[src/hdl/gpg_pkg.sv]
// Shared types, constants and the 5x7 font ROM for the glyph pixel generator.
// No dependencies.
package gpg_pkg;

   localparam int GlyphBits = 35;                 // 5 columns x 7 rows

   localparam logic [7:0] Advance    = 8'd6;
   localparam logic [7:0] LineLimit  = 8'd122;
   localparam logic [7:0] CaseOffset = 8'd32;
   localparam logic [7:0] LowerA     = 8'd97;
   localparam logic [7:0] LowerZ     = 8'd122;
   localparam logic [7:0] CodeNul    = 8'd0;
   localparam logic [2:0] LastRow    = 3'd6;

   localparam logic KindStart = 1'b0;
   localparam logic KindChar  = 1'b1;

   typedef logic [GlyphBits-1:0] glyph_type;

   // Load command from the text state to the scanner
   typedef struct packed {
      logic        load;
      glyph_type   glyph;
      logic [7:0]  base_x;
      logic [7:0]  base_y;
      logic [15:0] color;
   } scan_load_type;

   // Column 0 in the low bits, row 0 (top) as bit 0 of each column
   function automatic glyph_type pack_cols(input logic [7:0] c0, input logic [7:0] c1,
                                           input logic [7:0] c2, input logic [7:0] c3,
                                           input logic [7:0] c4);
      return {c4[6:0], c3[6:0], c2[6:0], c1[6:0], c0[6:0]};
   endfunction

   // Glyphs exist for A..Z only; everything else is blank
   function automatic glyph_type font_glyph(input logic [7:0] code);
      glyph_type g;
      unique case (code)
         8'h41:   g = pack_cols(8'h7C, 8'h12, 8'h11, 8'h12, 8'h7C);
         8'h42:   g = pack_cols(8'h7F, 8'h49, 8'h49, 8'h49, 8'h36);
         8'h43:   g = pack_cols(8'h3E, 8'h41, 8'h41, 8'h41, 8'h22);
         8'h44:   g = pack_cols(8'h7F, 8'h41, 8'h41, 8'h22, 8'h1C);
         8'h45:   g = pack_cols(8'h7F, 8'h49, 8'h49, 8'h49, 8'h41);
         8'h46:   g = pack_cols(8'h7F, 8'h09, 8'h09, 8'h09, 8'h01);
         8'h47:   g = pack_cols(8'h3E, 8'h41, 8'h49, 8'h49, 8'h7A);
         8'h48:   g = pack_cols(8'h7F, 8'h08, 8'h08, 8'h08, 8'h7F);
         8'h49:   g = pack_cols(8'h00, 8'h41, 8'h7F, 8'h41, 8'h00);
         8'h4A:   g = pack_cols(8'h20, 8'h40, 8'h41, 8'h3F, 8'h01);
         8'h4B:   g = pack_cols(8'h7F, 8'h08, 8'h14, 8'h22, 8'h41);
         8'h4C:   g = pack_cols(8'h7F, 8'h40, 8'h40, 8'h40, 8'h40);
         8'h4D:   g = pack_cols(8'h7F, 8'h02, 8'h0C, 8'h02, 8'h7F);
         8'h4E:   g = pack_cols(8'h7F, 8'h04, 8'h08, 8'h10, 8'h7F);
         8'h4F:   g = pack_cols(8'h3E, 8'h41, 8'h41, 8'h41, 8'h3E);
         8'h50:   g = pack_cols(8'h7F, 8'h09, 8'h09, 8'h09, 8'h06);
         8'h51:   g = pack_cols(8'h3E, 8'h41, 8'h51, 8'h21, 8'h5E);
         8'h52:   g = pack_cols(8'h7F, 8'h09, 8'h19, 8'h29, 8'h46);
         8'h53:   g = pack_cols(8'h46, 8'h49, 8'h49, 8'h49, 8'h31);
         8'h54:   g = pack_cols(8'h01, 8'h01, 8'h7F, 8'h01, 8'h01);
         8'h55:   g = pack_cols(8'h3F, 8'h40, 8'h40, 8'h40, 8'h3F);
         8'h56:   g = pack_cols(8'h1F, 8'h20, 8'h40, 8'h20, 8'h1F);
         8'h57:   g = pack_cols(8'h3F, 8'h40, 8'h38, 8'h40, 8'h3F);
         8'h58:   g = pack_cols(8'h63, 8'h14, 8'h08, 8'h14, 8'h63);
         8'h59:   g = pack_cols(8'h07, 8'h08, 8'h70, 8'h08, 8'h07);
         8'h5A:   g = pack_cols(8'h61, 8'h51, 8'h49, 8'h45, 8'h43);
         default: g = '0;
      endcase
      return g;
   endfunction

endpackage

[src/hdl/gpg_if.sv]
// Valid/ready channel interfaces for text items and pixel results.
// No dependencies.
interface gpg_req_if;
   logic        valid;
   logic        ready;
   logic        kind;
   logic [7:0]  char_code;
   logic [7:0]  start_x;
   logic [7:0]  start_y;
   logic [15:0] text_color;

   modport source (output valid, kind, char_code, start_x, start_y, text_color, input ready);
   modport sink   (input valid, kind, char_code, start_x, start_y, text_color, output ready);
endinterface

interface gpg_rsp_if;
   logic        valid;
   logic        ready;
   logic [7:0]  pixel_x;
   logic [7:0]  pixel_y;
   logic [15:0] pixel_color;
   logic        last;

   modport source (output valid, pixel_x, pixel_y, pixel_color, last, input ready);
   modport sink   (input valid, pixel_x, pixel_y, pixel_color, last, output ready);
endinterface

[src/hdl/gpg_text.sv]
// Text state: cursor, color and stop flag; decodes one item into a scan load.
// Depends on gpg_pkg.
module gpg_text (
   input  logic                  clock,
   input  logic                  reset,
   input  logic                  accept,
   input  logic                  kind,
   input  logic [7:0]            char_code,
   input  logic [7:0]            start_x,
   input  logic [7:0]            start_y,
   input  logic [15:0]           text_color,
   output gpg_pkg::scan_load_type scan_load
);
   import gpg_pkg::*;

   logic [7:0]  cursor_x_ff, cursor_x_in;
   logic [7:0]  cursor_y_ff, cursor_y_in;
   logic [15:0] color_ff, color_in;
   logic        stopped_ff, stopped_in;
   logic [7:0]  folded;
   logic [7:0]  next_x;
   logic        draw;

   always_comb begin
      folded = (char_code >= LowerA && char_code <= LowerZ) ? char_code - CaseOffset
                                                            : char_code;
      next_x = cursor_x_ff + Advance;
      draw   = accept && kind == KindChar && !stopped_ff && char_code != CodeNul;

      cursor_x_in = cursor_x_ff;
      cursor_y_in = cursor_y_ff;
      color_in    = color_ff;
      stopped_in  = stopped_ff;
      if (accept && kind == KindStart) begin
         cursor_x_in = start_x;
         cursor_y_in = start_y;
         color_in    = text_color;
         stopped_in  = 1'b0;
      end else if (accept && !stopped_ff) begin
         if (char_code == CodeNul) begin
            stopped_in = 1'b1;
         end else begin
            cursor_x_in = next_x;
            stopped_in  = next_x > LineLimit;
         end
      end

      // codes outside A..Z and a..z load a blank glyph: no pixels, scanner stays idle
      scan_load.load   = draw;
      scan_load.glyph  = font_glyph(folded);
      scan_load.base_x = cursor_x_ff;
      scan_load.base_y = cursor_y_ff;
      scan_load.color  = color_ff;
   end

   always_ff @(posedge clock) begin
      if (reset) begin
         cursor_x_ff <= '0;
         cursor_y_ff <= '0;
         color_ff    <= '0;
         stopped_ff  <= 1'b1;
      end else begin
         cursor_x_ff <= cursor_x_in;
         cursor_y_ff <= cursor_y_in;
         color_ff    <= color_in;
         stopped_ff  <= stopped_in;
      end
   end

endmodule

[src/hdl/gpg_scan.sv]
// Glyph scanner: shifts the glyph bits out one per cycle, column by column, while the
// output register is not stalled, and holds each lit pixel there. Depends on gpg_pkg.
module gpg_scan (
   input  logic                   clock,
   input  logic                   reset,
   input  gpg_pkg::scan_load_type scan_load,
   output logic                   busy,
   output logic                   out_valid,
   input  logic                   out_ready,
   output logic [7:0]             out_x,
   output logic [7:0]             out_y,
   output logic [15:0]            out_color,
   output logic                   out_last
);
   import gpg_pkg::*;

   glyph_type   bits_ff, bits_in;
   logic [2:0]  row_ff, row_in;
   logic [2:0]  col_ff, col_in;
   logic [7:0]  base_x_ff, base_x_in;
   logic [7:0]  base_y_ff, base_y_in;
   logic [15:0] color_ff, color_in;
   logic        valid_ff, valid_in;
   logic [7:0]  x_ff, x_in;
   logic [7:0]  y_ff, y_in;
   logic [15:0] pcolor_ff, pcolor_in;
   logic        last_ff, last_in;
   logic        step;
   glyph_type   rest;

   always_comb begin
      step = !valid_ff || out_ready;
      rest = bits_ff >> 1;

      bits_in   = bits_ff;
      row_in    = row_ff;
      col_in    = col_ff;
      base_x_in = base_x_ff;
      base_y_in = base_y_ff;
      color_in  = color_ff;
      valid_in  = step ? 1'b0 : valid_ff;
      x_in      = x_ff;
      y_in      = y_ff;
      pcolor_in = pcolor_ff;
      last_in   = last_ff;

      if (scan_load.load) begin
         bits_in   = scan_load.glyph;
         row_in    = '0;
         col_in    = '0;
         base_x_in = scan_load.base_x;
         base_y_in = scan_load.base_y;
         color_in  = scan_load.color;
      end else if (step && busy) begin
         bits_in = rest;
         if (row_ff == LastRow) begin
            row_in = '0;
            col_in = col_ff + 3'd1;
         end else begin
            row_in = row_ff + 3'd1;
         end
         if (bits_ff[0]) begin
            valid_in  = 1'b1;
            x_in      = base_x_ff + {5'd0, col_ff};
            y_in      = base_y_ff + {5'd0, row_ff};
            pcolor_in = color_ff;
            last_in   = rest == '0;   // nothing lit further on
         end
      end
   end

   always_ff @(posedge clock) begin
      if (reset) begin
         bits_ff  <= '0;
         valid_ff <= 1'b0;
      end else begin
         bits_ff  <= bits_in;
         valid_ff <= valid_in;
      end
      row_ff    <= row_in;
      col_ff    <= col_in;
      base_x_ff <= base_x_in;
      base_y_ff <= base_y_in;
      color_ff  <= color_in;
      x_ff      <= x_in;
      y_ff      <= y_in;
      pcolor_ff <= pcolor_in;
      last_ff   <= last_in;
   end

   assign busy      = bits_ff != '0;
   assign out_valid = valid_ff;
   assign out_x     = x_ff;
   assign out_y     = y_ff;
   assign out_color = pcolor_ff;
   assign out_last  = last_ff;

endmodule

[src/hdl/glyph_pixel_generator_5x7.sv]
// 5x7 glyph pixel generator. Glyph bits are scanned one per cycle from the cycle after
// the character beat, except while the output register is stalled; each lit bit's pixel
// is then held in the output register. A character holds the input off until the last of
// its lit bits has been scanned; start, NUL, blank and ignored beats do not hold it.
// Reset: cursor and color zero, text stopped until a start beat, output register empty.
module glyph_pixel_generator_5x7 (
   input logic       clock,
   input logic       reset,
   gpg_req_if.sink   req_ch,
   gpg_rsp_if.source rsp_ch
);
   import gpg_pkg::*;

   scan_load_type scan_load;
   logic          busy;
   logic          accept;

   assign req_ch.ready = !busy;
   assign accept       = req_ch.valid && !busy;

   gpg_text u_text (
      .clock      (clock),
      .reset      (reset),
      .accept     (accept),
      .kind       (req_ch.kind),
      .char_code  (req_ch.char_code),
      .start_x    (req_ch.start_x),
      .start_y    (req_ch.start_y),
      .text_color (req_ch.text_color),
      .scan_load  (scan_load)
   );

   gpg_scan u_scan (
      .clock     (clock),
      .reset     (reset),
      .scan_load (scan_load),
      .busy      (busy),
      .out_valid (rsp_ch.valid),
      .out_ready (rsp_ch.ready),
      .out_x     (rsp_ch.pixel_x),
      .out_y     (rsp_ch.pixel_y),
      .out_color (rsp_ch.pixel_color),
      .out_last  (rsp_ch.last)
   );

endmodule

[src/flat_wrapper.sv]
// flat-port wrapper written by rule: the top's interface ports become plain ports
module glyph_pixel_generator_5x7_flat import gpg_pkg::*;
  (clock, reset, req_ch_valid, req_ch_kind, req_ch_char_code, req_ch_start_x, req_ch_start_y, req_ch_text_color, req_ch_ready, rsp_ch_valid, rsp_ch_pixel_x, rsp_ch_pixel_y, rsp_ch_pixel_color, rsp_ch_last, rsp_ch_ready);
  gpg_req_if req_ch_i ();
  gpg_rsp_if rsp_ch_i ();
  input logic clock;
  input logic reset;
  input wire logic [$bits(req_ch_i.valid)-1:0] req_ch_valid;
  input wire logic [$bits(req_ch_i.kind)-1:0] req_ch_kind;
  input wire logic [$bits(req_ch_i.char_code)-1:0] req_ch_char_code;
  input wire logic [$bits(req_ch_i.start_x)-1:0] req_ch_start_x;
  input wire logic [$bits(req_ch_i.start_y)-1:0] req_ch_start_y;
  input wire logic [$bits(req_ch_i.text_color)-1:0] req_ch_text_color;
  output wire logic [$bits(req_ch_i.ready)-1:0] req_ch_ready;
  output wire logic [$bits(rsp_ch_i.valid)-1:0] rsp_ch_valid;
  output wire logic [$bits(rsp_ch_i.pixel_x)-1:0] rsp_ch_pixel_x;
  output wire logic [$bits(rsp_ch_i.pixel_y)-1:0] rsp_ch_pixel_y;
  output wire logic [$bits(rsp_ch_i.pixel_color)-1:0] rsp_ch_pixel_color;
  output wire logic [$bits(rsp_ch_i.last)-1:0] rsp_ch_last;
  input wire logic [$bits(rsp_ch_i.ready)-1:0] rsp_ch_ready;
  assign req_ch_i.valid = req_ch_valid;
  assign req_ch_i.kind = req_ch_kind;
  assign req_ch_i.char_code = req_ch_char_code;
  assign req_ch_i.start_x = req_ch_start_x;
  assign req_ch_i.start_y = req_ch_start_y;
  assign req_ch_i.text_color = req_ch_text_color;
  assign req_ch_ready = req_ch_i.ready;
  assign rsp_ch_valid = rsp_ch_i.valid;
  assign rsp_ch_pixel_x = rsp_ch_i.pixel_x;
  assign rsp_ch_pixel_y = rsp_ch_i.pixel_y;
  assign rsp_ch_pixel_color = rsp_ch_i.pixel_color;
  assign rsp_ch_last = rsp_ch_i.last;
  assign rsp_ch_i.ready = rsp_ch_ready;
  glyph_pixel_generator_5x7 u_core (.clock(clock), .reset(reset), .req_ch(req_ch_i), .rsp_ch(rsp_ch_i));
endmodule
[config.mk]
export PLATFORM = sky130hd
export DESIGN_NAME = glyph_pixel_generator_5x7_flat
export DESIGN_NICKNAME = d
export VERILOG_FILES = /design/src/hdl/gpg_pkg.sv /design/src/hdl/gpg_if.sv /design/src/hdl/gpg_text.sv /design/src/hdl/gpg_scan.sv /design/src/hdl/glyph_pixel_generator_5x7.sv /design/src/flat_wrapper.sv
export SDC_FILE = /design/constraint.sdc
export NUM_CORES = 1
export LEC_CHECK = 0
export ABC_AREA = 0
export BUFFER_PORTS_ARGS = -buffer_cell sky130_fd_sc_hd__buf_2
export CAP_MARGIN = 20
export CORE_AREA = 3 3 111 113
export DETAILED_ROUTE_END_ITERATION = 10
export DIE_AREA = 0 0 114 116
export PLACE_DENSITY = 0.86
export SETUP_SLACK_MARGIN = 0.02
export SLEW_MARGIN = 20
export SYNTH_ARGS = -nofsm -noshare
export SYNTH_HDL_FRONTEND = slang
export SYNTH_MEMORY_MAX_BITS = 65536
export SYNTH_SLANG_ARGS = --single-unit
[constraint.sdc]
create_clock -name clock -period 5.7 [get_ports clock]
set_clock_uncertainty 0.1 [all_clocks]
set_input_delay 0.285 -clock clock [delete_from_list [all_inputs] [get_ports clock]]
set_output_delay 0.285 -clock clock [all_outputs]
set_load 0.01 [all_outputs]
==> results of run 1 <==
[cell type report]
type	instances	share of cell area (%)
clock inverters	13	1.873
clock buffers	19	5.817
inverters	27	1.331
flip-flops and latches	140	45.35
multi-input cells	485	37.56
repair buffers	84	5.685
diodes	1	0.03286
well taps	143	2.350
[worst max-delay path, delay by kind of cell, from the launching register on]
kind,cells,cell delay [ps]
DFF,1,320
and+or+nand+nor,2,880
AOI/OAI and AO/OA,4,2030
[flip-flops by register name, indices dropped and copies added, names as in the netlist]
register	flops
u_core.u_text.stopped_ff	1
u_core.u_scan.out_y	8
u_core.u_scan.base_y_ff	8
u_core.u_scan.bits_ff	35
u_core.u_scan.out_last	1
u_core.u_scan.base_x_ff	8
u_core.u_text.color_ff	16
u_core.u_scan.out_valid	1
u_core.u_text.cursor_y_ff	8
u_core.u_scan.color_ff	16
u_core.u_scan.out_color	16
u_core.u_scan.col_ff	3
u_core.u_text.cursor_x_ff	8
u_core.u_scan.row_ff	3
u_core.u_scan.out_x	8
[worst min path at each step]
stage / slack (ps) / from / cells after the start / endpoint
after floorplan: 300 / u_core.u_scan.color_ff[0]$_DFFE_PN_ / 0 / u_core.u_scan.out_color[0]$_DFFE_PP_
after global placement: 300 / u_core.u_scan.color_ff[11]$_DFFE_PN_ / 0 / u_core.u_scan.out_color[11]$_DFFE_PP_
after detailed placement: 300 / u_core.u_scan.color_ff[9]$_DFFE_PN_ / 0 / u_core.u_scan.out_color[9]$_DFFE_PP_
after CTS: 3 / req_ch_text_color[15] / 3 / u_core.u_text.color_ff[15]$_SDFFE_PP0P_
after global routing: 20 / req_ch_text_color[5] / 3 / u_core.u_text.color_ff[5]$_SDFFE_PP0P_
final: 8 / req_ch_text_color[15] / 3 / u_core.u_text.color_ff[15]$_SDFFE_PP0P_
[logic make-up after synthesis]
kind of cell	after synthesis
AO/OA/AOI/OAI	176
XOR/XNOR	21
adder cells (fa/ha/maj)	18
buffers and inverters	73
flip-flops	140
multiplexers	3
AND/OR/NAND/NOR	267
[layout by cell type, fill, tap and decap left out, types with 16 or more instances in the layout]
cell type and count:
a21oi_1 54, clkbuf_16 17, edfxtp_1 65, nor3_1 45, inv_1 27, ha_1 16, nand2_1 95, buf_2 79
dfxtp_1 75, nor2_1 71, o21ai_0 36, a211oi_1 27
[through the flow]
step	power, µW	setup WS [ps]	utilization, %	hold WS (ps)
after floorplan	1977	1666	-	300.3
after global placement	2108	2038	61.43	301.3
after detailed placement	2167	2152	61.44	304.5
after CTS	3272	2114	66.57	3.208
after global routing	3453	1819	66.67	19.10
final	3301	2245	66.69	7.975
[power by group through the flow]
stage	registers (µW)	logic, µW	clock network (µW)
3_5_place_dp	1330	834	0
5_1_grt	1340	987	1130
4_1_cts	1320	864	1090
6_report	1320	888	1090
2_1_floorplan	1330	646	0
3_3_place_gp	1320	788	0
[per-layer routing]
layer  share of wire (%)  GRT usage (%)  vias up
li1                    -              -     2628
met1                  38          32.92     2725
met2                  50          47.38      323
met3                 8.0          6.475       73
met4                 4.0          11.72        0
met5                   0              0        -
==> results.json, run 1 <==
{
  "fin_crit_ps": 3455,
  "place.gp.congestion": 0.9768,
  "r2r-start": "u_core.u_scan.bits_ff[16]$_SDFFE_PP0P_",
  "slew_headroom_pct": 31.06,
  "cp_common_cell": "a211oi_1",
  "synth_fa_ha_area_share_pct": 3.619,
  "synth_area_leaders": "edfxtp_1 29%, dfxtp_1 23%, nand2_1 5.4%, a21oi_1 4.1%, nor2_1 4.1%",
  "die_w_um": 114,
  "fin_nets": 818,
  "drive_above_1_share_pct": 16.28,
  "die_height_um": 116,
  "critPathRequiredTime_ps": 5910,
  "fin_setup_tns_ps": 0,
  "rr_endpoint": "u_core.u_scan.bits_ff[0]$_SDFFE_PP0P_",
  "synth_seq_cells": 140,
  "status": "finished clean",
  "synth.area.mux_share_pct": 0.4524,
  "clkLatencyLatePin_ps": 420,
  "postSynthNetCount": 761,
  "antenna_found_initial": 0,
  "r2r_slack_ps": 2250,
  "p_leak_uw": 0.002902,
  "synth_compound_area_share_pct": 17.36,
  "p_comb_share_pct": 26.9,
  "rsz0062_at_grt": "no",
  "cts_resized": 0,
  "crit_start": "u_core.u_scan.bits_ff[16]$_SDFFE_PP0P_",
  "p_int_uw": 2199,
  "hold_class": "input pin to register",
  "start_util_pct": 58.13,
  "cp-endpoint": "u_core.u_scan.bits_ff[0]$_SDFFE_PP0P_",
  "synth_top_cell_by_area": "edfxtp_1",
  "grt_max_degree": 70,
  "clock.fmax_mhz": 289.4,
  "setup_viol": 0,
  "drt_iter0_drc": 668,
  "syn_avg_cell_area_um2": 9.509,
  "synth_most_common_cell": "nand2_1",
  "synth_top_family_by_area": "simple AND/OR/NAND/NOR gates",
  "cts_hold_buf": 0,
  "ys_types": 57,
  "final_cells": 912,
  "p_seq_share_pct": 40.1,
  "grt.total_usage_pct": 27.43,
  "rows": 39,
  "rr_worst_depth": 6,
  "path_class": "register to register",
  "switching_share_pct": 33.38,
  "via_count": 5749,
  "num_io_pins": 80,
  "layout.area.seq_um2": 3453,
  "async_reset_ff_share_pct": 0,
  "wire_per_inst_um": 20.19,
  "cts_root_buf": "clkbuf_16",
  "yosys.area_share.simple_pct": 18.55,
  "clock-sinks": 140,
  "crit_chain": "nor4_1, nand3_1, o41ai_4, o41a_2, a211oi_1, a211oi_1",
  "worst_pin_slew_ps": 1034,
  "crit_fanout": 34,
  "synth-xor-area-share_pct": 2.771,
  "design_area_um2": 7615,
  "die_area_um2": 13220,
  "drv_slew": 0,
  "fin_crit_sh_pct": 60.61,
  "fillers": 804,
  "clkPwrFrac_pct": 33.0,
  "overflow": 0,
  "cts_buffers": 17,
  "synth_area_um2": 6638,
  "clk_pin_slew_ps": 60,
  "postCtsSetupBuffers": 0,
  "synthCells": 698,
  "vias_per_cell": 6.304,
  "netlist.area_leader.share_pct": 29.41,
  "synth_warnings": 0,
  "startpoint_type": "register",
  "hpwlAfterDp_mm": 11.55,
  "grt_pass1_wl_mm": 28.34,
  "h-tree-depth": 4,
  "synth_edf_count": 65,
  "cp-end-kind": "register",
  "drt_pass1_iterations": 5,
  "numPortBuffers": 79,
  "drv_cap": 0,
  "power.switching_uw": 1102,
  "placed_area_um2": 7015,
  "multi_input_area_um2": 2860,
  "routed_wirelength_mm": 18.42,
  "antenna_left": 0,
  "cp_slowest_cell": "o41ai_4",
  "drc_errors": 0,
  "ys.flop_type": "dfxtp_1",
  "grt_pass1_vias": 5559,
  "area_growth_syn_to_layout_pct": 14.72,
  "coreArea_um2": 11420,
  "cp_data_arrival_time_ps": 3670,
  "ys_seq_area_share_pct": 52.03,
  "final_hold_viol_count": 0,
  "yosys-top-cells-count": "95 x nand2_1, 75 x dfxtp_1, 72 x nor2_1",
  "cts_tree": "built",
  "power_density_nw_per_um2": 433.5,
  "irDropWorstVdd_uv": 431.7,
  "critPathMaxStageDelay_ps": 820,
  "cts.path.max_buffers": 2,
  "dp.cells": 879
}
Power figures use the tool's default switching activity.
==> run 2: changes to the inputs <==
Clock period 5.7 ns to 3.48 ns, I/O delays scaled along.
==> run 2 against run 1 <==
Global-route usage grew 3.3 points. Count of clock-buffer cells in the layout shrank 1. Utilization grew 3.1 points. Sequential cell count is the same. Total power grew 68%. First-iteration DRC count grew 58%. Hold slack gained 43 ps. Cell count grew 3.8%. Combinational power grew 71%. Die area is the same. Setup slack lost 1900 ps. Clock power grew 71%. Critical path type unchanged. Largest power group unchanged.
==> results.json, run 2 (synthesis results as in run 1) <==
{
  "crit_fanout": 31,
  "top_register": "u_core.u_scan.bits_ff",
  "place.gp.congestion": 0.9446,
  "switching_share_pct": 34.21,
  "vias_per_cell": 6.411,
  "num_antenna_cells": 0,
  "area_growth_syn_to_layout_pct": 20.06,
  "final_common_cell": "nand2_1",
  "antenna_left": 0,
  "coreArea_um2": 11420,
  "fin_nets": 854,
  "num_io_pins": 80,
  "grt_pass1_vias": 5786,
  "cp_slowest_cell": "or4_2",
  "grt.total_usage_pct": 30.76,
  "cp-end-kind": "register",
  "cts_root_buf": "clkbuf_16",
  "slew_headroom_pct": 40.65,
  "clk_pin_slew_ps": 60,
  "cts.path.max_buffers": 2,
  "hold_class": "input pin to register",
  "p_seq_share_pct": 39.1,
  "largest_reg_flops": 35,
  "fin_crit_sh_pct": 89.42,
  "start_util_pct": 58.13,
  "critPathMaxStageDelay_ps": 1070,
  "die_area_um2": 13220,
  "p_comb_share_pct": 27.4,
  "power_density_nw_per_um2": 697.7,
  "drt_pass1_iterations": 6,
  "p_leak_uw": 0.003055,
  "layout_setup_ws_ps": 368.1,
  "wire_per_inst_um": 21.26,
  "rsz0062_at_grt": "no",
  "setup_viol": 0,
  "antenna_found_initial": 0,
  "p_int_uw": 3658,
  "numPortBuffers": 79,
  "clkPwrFrac_pct": 33.5,
  "die_w_um": 114,
  "overflow": 0,
  "die_height_um": 116,
  "drt_iter0_drc": 1056,
  "irDropWorstVdd_uv": 595.2,
  "grt_pass1_wl_mm": 31.19,
  "fin_setup_tns_ps": 0,
  "postCtsSetupBuffers": 0,
  "worst_pin_slew_ps": 890.3,
  "routed_wirelength_mm": 20.13,
  "clock.fmax_mhz": 321.3,
  "power.switching_uw": 1902,
  "drv_slew": 0,
  "hpwlAfterDp_mm": 11.91,
  "clock-sinks": 140,
  "drive_above_1_share_pct": 16.42,
  "cts_tree": "built",
  "h-tree-depth": 4,
  "fin_crit_ps": 3112,
  "final_cell_mix": "95 x nand2_1, 79 x buf_2, 75 x dfxtp_1",
  "grt_max_degree": 48,
  "final_hold_viol_count": 0,
  "drv_cap": 0,
  "cts_buffers": 17,
  "crit_chain": "nor4_1, nand4_1, or2_1, or4_2, nand2_1, a21oi_1",
  "critPathRequiredTime_ps": 3640,
  "drc_errors": 0,
  "clkLatencyLatePin_ps": 440,
  "path_class": "register to register",
  "preCtsSetupSlack_ps": 448.1,
  "rows": 39,
  "status": "finished clean",
  "cp_data_arrival_time_ps": 3270,
  "via_count": 6071,
  "startpoint_type": "register"
}
-- run 2: changes by cell type in the layout (fill, tap and decap cells not counted), moves of 2 or more --
cell and delta:
dlygate4sd3_1 +29, clkinv_4 -2, buf_4 +6, inv_6 +3
clkinv_2 -3
-- run 2: final cells by class --
cell class,instances,area [µm²]
sequential,140,3453
tap,143,178.9
fill,774,3450
clock inverter,14,158.9
multi-input combinational,485,2849
clock buffer,18,439.2
inverter,27,101.3
timing repair buffer,120,788.3
-- run 2: worst max-delay path, delay by kind of cell, from the launching register on --
| family | cells | cell delay (ps) |
|---|---|---|
| and+or+nand+nor | 5 | 2420 |
| AOI/OAI and AO/OA | 1 | 90 |
| DFF | 1 | 330 |
-- run 2: metal layers --
metal | global-route usage [%] | vias to the layer above | share of wire, % | routed length, µm
li1 | - | 2704 | - | -
met1 | 35.42 | 2873 | 36 | 7288
met2 | 54.64 | 397 | 51 | 10320
met3 | 6.162 | 97 | 7.2 | 1441
met4 | 15.20 | 0 | 5.4 | 1081
met5 | 0 | - | 0 | 0
-- run 2: metrics by stage --
step	instances	total power (µW)	hold WS [ps]	utilization [%]	cell area, µm²
2_1_floorplan	698	3239	210.0	-	6640
3_3_place_gp	886	3483	301.1	62.00	7079
3_5_place_dp	886	3583	304.5	62.00	7079
4_1_cts	947	5440	45.13	69.78	7968
5_1_grt	947	5784	91.17	69.79	7969
6_report	947	5560	51.44	69.79	7969
-- run 2: path summary, 6_finish.rpt --
path,from,depth (start not counted),to,slack [ps]
worst max-delay path,u_core.u_scan.bits_ff[17]$_SDFFE_PP0P_,6,u_core.u_text.cursor_y_ff[0]$_SDFFE_PP0P_,370
worst min-delay path,rsp_ch_ready,3,u_core.u_scan.out_valid$_SDFF_PP0_,50
worst max register to register,u_core.u_scan.bits_ff[17]$_SDFFE_PP0P_,6,u_core.u_text.cursor_y_ff[0]$_SDFFE_PP0P_,370
worst min register to register,u_core.u_scan.color_ff[5]$_DFFE_PN_,0,u_core.u_scan.out_color[5]$_DFFE_PP_,290
-- run 2: what timing repair did --
| item | in CTS | in global routing |
|---|---|---|
| endpoints found under the setup margin | 0 | 0 |
| endpoints found under the hold margin | 29 | 0 |
| gates resized for setup | 0 | 0 |
| hold buffers | 29 | 0 |
-- run 2: power by group through the flow --
stage                     clock network [µW]  registers (µW)  logic, µW
after global placement                     0            2160       1320
final                                   1860            2170       1520
after CTS                               1820            2150       1470
after global routing                    1940            2190       1660
after floorplan                            0            2180       1060
after detailed placement                   0            2180       1400
